File: config.mk
export PLATFORM = sky130hd
export DESIGN_NAME = cmbs_div
export DESIGN_NICKNAME = d
export VERILOG_FILES = /design/src/rtl/core/assert_macros.svh /design/src/rtl/core/cmbs_pkg.sv /design/src/rtl/core/cmbs_div.sv
export SDC_FILE = /design/constraint.sdc
export NUM_CORES = 1
export LEC_CHECK = 0
export ABC_AREA = 0
export BUFFER_PORTS_ARGS = -buffer_cell sky130_fd_sc_hd__clkbuf_2
export CORE_ASPECT_RATIO = 2
export CORE_MARGIN = 2
export CORE_UTILIZATION = 55
export CTS_BUF_LIST = sky130_fd_sc_hd__clkbuf_16
export DETAILED_ROUTE_END_ITERATION = 7
export GPL_ROUTABILITY_DRIVEN = 0
export PLACE_DENSITY = 0.76
export SETUP_SLACK_MARGIN = 0.4
export SLEW_MARGIN = 30
export SYNTH_ARGS = -nofsm -noshare
export SYNTH_HDL_FRONTEND = slang
export SYNTH_SLANG_ARGS = --single-unit
File: constraint.sdc
create_clock -name clk -period 7.91 [get_ports clk]
set_input_delay 1.582 -clock clk [delete_from_list [all_inputs] [get_ports clk]]
set_output_delay 1.582 -clock clk [all_outputs]
set_load 0.005 [all_outputs]
File: src/rtl/core/assert_macros.svh
// ---------------------------------------------------------------------------
// assert_macros.svh
// Shared concurrent assertion macros, clocked on clk, disabled in reset.
// ---------------------------------------------------------------------------
`ifndef ASSERT_MACROS_SVH
`define ASSERT_MACROS_SVH

// Plain property check.
`define CMBS_ASSERT(lbl, prop, msg) \
    lbl: assert property (@(posedge clk) disable iff (!rst_n) prop) \
        else $error(msg);

// Antecedent this cycle, consequent next cycle.
`define CMBS_ASSERT_NEXT(lbl, ante, cons, msg) \
    lbl: assert property (@(posedge clk) disable iff (!rst_n) (ante) |=> (cons)) \
        else $error(msg);

`endif

File: src/rtl/core/cmbs_pkg.sv
// ---------------------------------------------------------------------------
// cmbs_pkg
// Types and constants of the running-mean background subtraction core.
// ---------------------------------------------------------------------------
package cmbs_pkg;

    localparam int MAX_PIXELS_DEF     = 524288;
    localparam int COUNT_BITS_DEF     = 16;
    localparam int MEAN_FRAC_BITS_DEF = 8;

    localparam int PIX_W      = 8;   // one color channel
    localparam int IDX_IN_W   = 19;  // pixel_index port width
    localparam int DIV_STEPS  = 2;   // quotient bits per divider stage

    localparam logic [PIX_W-1:0] THRESHOLD_RST = 8'd20;
    localparam logic [PIX_W-1:0] PIX_FULL      = 8'd255;

    typedef enum logic
    {
        CFG_THRESHOLD  = 1'b0,
        CFG_TRAIL_MODE = 1'b1
    } cfg_reg_t;

    typedef struct packed
    {
        logic [PIX_W-1:0] b;
        logic [PIX_W-1:0] g;
        logic [PIX_W-1:0] r;
    } rgb_t;

    typedef struct packed
    {
        logic opaque;
        rgb_t color;
    } mv_t;

    localparam int MV_W = $bits(mv_t);

endpackage

File: src/rtl/core/cmbs_div.sv
// ---------------------------------------------------------------------------
// cmbs_div
// Pipelined restoring divider; quotient known to fit in MW bits.
// ---------------------------------------------------------------------------
module cmbs_div #(
    parameter int MW    = 16,
    parameter int CW    = 16,
    parameter int STEPS = cmbs_pkg::DIV_STEPS,
    parameter int NW    = MW + CW + 1
) (
    input  logic          clk,
    input  logic          en,
    input  logic [NW-1:0] num,
    input  logic [CW:0]   den,
    output logic [MW-1:0] quo
);
    import cmbs_pkg::*;

    localparam int ND = (MW + STEPS - 1) / STEPS;

    logic [CW:0]   rem_reg [ND];
    logic [MW-1:0] lo_reg  [ND];
    logic [CW:0]   den_reg [ND];

    logic [CW:0]   rem_in  [ND];
    logic [MW-1:0] lo_in   [ND];
    logic [CW:0]   den_in  [ND];
    logic [CW:0]   rem_next[ND];
    logic [MW-1:0] lo_next [ND];

    // high dividend bits start as remainder (already below den)
    assign rem_in[0] = num[NW-1:MW];
    assign lo_in[0]  = num[MW-1:0];
    assign den_in[0] = den;

    genvar k;
    generate
        for (k = 1; k < ND; k++)
        begin : g_link
            assign rem_in[k] = rem_reg[k-1];
            assign lo_in[k]  = lo_reg[k-1];
            assign den_in[k] = den_reg[k-1];
        end

        for (k = 0; k < ND; k++)
        begin : g_stage
            always_comb
            begin
                logic [CW:0]   r;
                logic [MW-1:0] l;
                logic [CW+1:0] t;
                r = rem_in[k];
                l = lo_in[k];
                for (int s = 0; s < STEPS; s++)
                begin
                    if (k * STEPS + s < MW)
                    begin
                        t = {r, l[MW-1]};
                        l = {l[MW-2:0], 1'b0};
                        if (t >= {1'b0, den_in[k]})
                        begin
                            r    = (CW+1)'(t - {1'b0, den_in[k]});
                            l[0] = 1'b1;
                        end
                        else
                        begin
                            r = t[CW:0];
                        end
                    end
                end
                rem_next[k] = r;
                lo_next[k]  = l;
            end

            always_ff @(posedge clk)
            begin
                if (en)
                begin
                    rem_reg[k] <= rem_next[k];
                    lo_reg[k]  <= lo_next[k];
                    den_reg[k] <= den_in[k];
                end
            end
        end
    endgenerate

    assign quo = lo_reg[ND-1];

endmodule

==> summary.md <==
| Metric | Value |
|---|---|
| Filler instances | `4,002` |
| Placed Cells incl. Taps | `3,265` |
| Count leader, synth | `edfxtp_1` |
| Initial Utilization | `55.51%` |
| FP Rows | `114` |
| Yosys top cell area share | `41.19%` |
| R2R depth | `21` |
| Antenna-violating nets left | `0` |
| First-pass GRT wire length | `95,410 um` |
| DRT Pass-1 Iters | `5` |
| Max cap viols | `0` |
| TritonCTS clock tree | `yes` |
| Setup TNS | `0 ns` |
| Most frequent cells after synthesis | `366 x edfxtp_1, 272 x ha_1, 234 x inv_1, 180 x a21oi_1, 172 x nor2_1` |
| Grt ovf | `0` |
| Synth cell types | `84` |
| Die width | `159.7 um` |
| Post-synthesis cell area | `0.02668 mm2` |
| GRT Total Usage | `23.03%` |
| Via density | `6.021` |
| Count of final setup violators | `0` |
| Antenna Cells | `0` |
| R2R Path End | `rem_reg[4][10]` |
| Number of cells on the worst hold path | `0` |
| CP Launch Type | `input pin` |
| Post-synth EDFFs | `366` |
| Setup WS pre-CTS | `0.5179 ns` |
| Final Max Tran Viols | `0` |
| Worst setup margin | `0.9474 ns` |
| Vias in the first global route | `19,010` |
| Largest net degree at the start of global routing | `152` |
| Max FO, Critical Path | `17` |
| Post-Syn Area per Cell | `10.36 um2` |
| Rel. slew slack | `37.43%` |
| Antenna violations before repair | `0` |
| Longest Clk Path Bufs | `3` |
| Final-stage net count | `3,007` |
| Status | `complete, no violations` |
| Most used DFF post-synth | `edfxtp_1` |
| Fmax | `0.1436 GHz` |
| Drt drc | `0` |
| Async SR Flop Fraction | `0%` |
| WL final | `58,490 um` |
| Max FFs per register | `128` |
| CTS Hold Bufs | `0` |
| Die area | `0.05040 mm2` |
| Sequential-to-total area share from yosys stat | `41.19%` |
| Clk slew on worst S/H paths | `0.07 ns` |
| Yosys reg bits | `366` |
| Layout Cells excl Fill | `3,333` |
| Drt initial violations | `1,769` |
| Area growth, synth to finish | `9.031%` |
| RSZ-0062 raised after global routing | `false` |
| Htree depth | `2` |
| Worst Hold Launch | `lo_reg[0][20]` |
| Yosys warns | `0` |
| Placeable Area | `0.04807 mm2` |
| Hold endpoint | `lo_reg[0][38]` |
| PortBufs | `67` |
| Tmin final | `6.963 ns` |
| Crit path DAT | `7.25 ns` |
| Clk_lat worst skew | `0.54 ns` |
| Die Y | `315.5 um` |
| I/O Pins | `68` |
| Final hold vios | `0` |
| DR WL/cell | `17.55 um` |
| Root Buffer | `clkbuf_16` |
| Share of layout cells above drive strength 1 | `12.02%` |
| Flop2flop setup slack | `1.18 ns` |
| CTS Sinks | `366` |
| Gate Count Post-Synth | `2,576` |
| Hold slack final | `0.4177 ns` |
| Dpl hpwl | `44,630 um` |
| Synth area leaders | `edfxtp_1 41%, ha_1 13%, mux2_2 6.0%` |
| Post-Syn Nets | `2,915` |
| Worst path required time | `8.20 ns` |
| Critical path class | `in -> reg` |
| Reg2Reg Launch Point | `lo_reg[0][63]` |
| Cts bufs inserted | `38` |
| Vias | `20,070` |
| Setup Skew | `0.01775 ns` |
| Tcrit/Tclk final | `88.02%` |
| Least-Margin Pin Slew | `0.9385 ns` |
| Hold Crit Class | `reg -> reg` |
| Worst setup EP type | `flip-flop` |
| Cell accounting for the most synthesized area | `edfxtp_1` |
## routing by layer
| metal | up-vias | global-route usage, % | routed length, um |
|---|---|---|---|
| met5 | - | 0 | 0 |
| met4 | 0 | 6.529 | 1337 |
| met3 | 86 | 2.820 | 3553 |
| met2 | 619 | 37.01 | 26710 |
| met1 | 9527 | 32.96 | 26890 |
| li1 | 9837 | - | - |
## worst max-delay path, cell delays in order
cell and delay, ns:
clkbuf_2 0.10, inv_1 0.06, ha_1 0.16, inv_1 0.05
fa_1 0.42, a211oi_1 0.34, o21ai_0 0.17, a21boi_0 0.41
o31ai_1 0.19, a21oi_1 0.20, buf_4 0.21, clkinv_1 0.22
nor2_1 0.16, a21oi_1 0.10, fa_1 0.46, a21o_1 0.22
a211oi_1 0.32, o21ai_0 0.21, a311o_1 0.41, a31oi_1 0.25
nor2_1 0.19, or2_2 0.48, mux2_2 0.34
## cell type report
type                    instances  area [um2]  area share, %
well taps                     638       798.3          2.744
inverters                     237       889.6          3.058
multi-input cells            1942       14690          50.48
flip-flops and latches        366       10990          37.78
clock buffers                  39       975.9          3.355
clock inverters                28       270.3         0.9290
repair buffers                 83       481.7          1.656
## worst max path at each step
| stage | startpoint | slack [ns] | cells past startpoint | end |
|---|---|---|---|---|
| 2_1_floorplan | num[15] | 1.43 | 23 | rem_reg[0][13] |
| 4_1_cts | num[15] | 1.03 | 23 | rem_reg[0][13] |
| 3_5_place_dp | num[15] | 0.52 | 23 | rem_reg[0][13] |
| 6_report | num[15] | 0.95 | 23 | rem_reg[0][13] |
| 5_1_grt | num[15] | 0.45 | 23 | rem_reg[0][13] |
| 3_3_place_gp | num[15] | 0.69 | 23 | rem_reg[0][1] |
## what timing repair did
item	CTS	global route
gates resized for setup	0	1
setup buffers	0	0
setup endpoints to repair	0	9
## logic make-up (layout without fill, tap and decap cells)
kind of cell | count (synthesis) | after routing | synth area share, %
buffers and inverters | 268 | 387 | 3.887
multiplexers | 162 | 162 | 6.757
XOR/XNOR | 168 | 168 | 5.514
AO/OA/AOI/OAI | 690 | 690 | 17.22
flip-flops | 366 | 366 | 41.19
AND/OR/NAND/NOR | 635 | 635 | 11.55
adder cells (fa/ha/maj) | 287 | 287 | 13.88
## per-stage QoR
| step | utilization, % | instance area, um2 |
|---|---|---|
| 4_1_cts | 60.50 | 29080 |
| 3_5_place_dp | 57.90 | 27830 |
| 5_1_grt | 60.52 | 29090 |
| 2_1_floorplan | - | 26680 |
| 3_3_place_gp | 57.88 | 27820 |
| 6_report | 60.52 | 29090 |
## cell usage in the layout (no fill, tap or decap), types with 9 or more instances in the layout
cell type / Yosys / layout
a2111oi_0: 12 / 10
a211o_1: 14 / 14
a211oi_1: 33 / 33
a21o_1: 69 / 69
a21oi_1: 180 / 180
a31oi_1: 23 / 23
and2_1: 16 / 16
and3_1: 19 / 19
buf_4: 1 / 14
clkbuf_16: 0 / 39
clkbuf_2: 0 / 66
clkinv_2: 0 / 9
edfxtp_1: 366 / 366
fa_1: 15 / 15
ha_1: 272 / 272
inv_1: 234 / 242
mux2_2: 143 / 143
mux2i_1: 17 / 17
nand2_1: 149 / 149
nand2b_1: 26 / 26
nand3_1: 36 / 36
nand4_1: 34 / 34
nor2_1: 172 / 172
nor2b_1: 29 / 29
nor3_1: 71 / 71
nor3b_1: 10 / 10
nor4_1: 11 / 11
o211ai_1: 13 / 13
o21a_1: 45 / 45
o21ai_0: 134 / 134
o21bai_1: 28 / 28
o31a_1: 14 / 14
o31ai_1: 34 / 34
or2_2: 21 / 22
or3_1: 22 / 22
xnor2_1: 105 / 105
xor2_1: 63 / 63
Power is not shown: default switching activity piles up to over one toggle a cycle in this logic, so the estimate is an artifact.
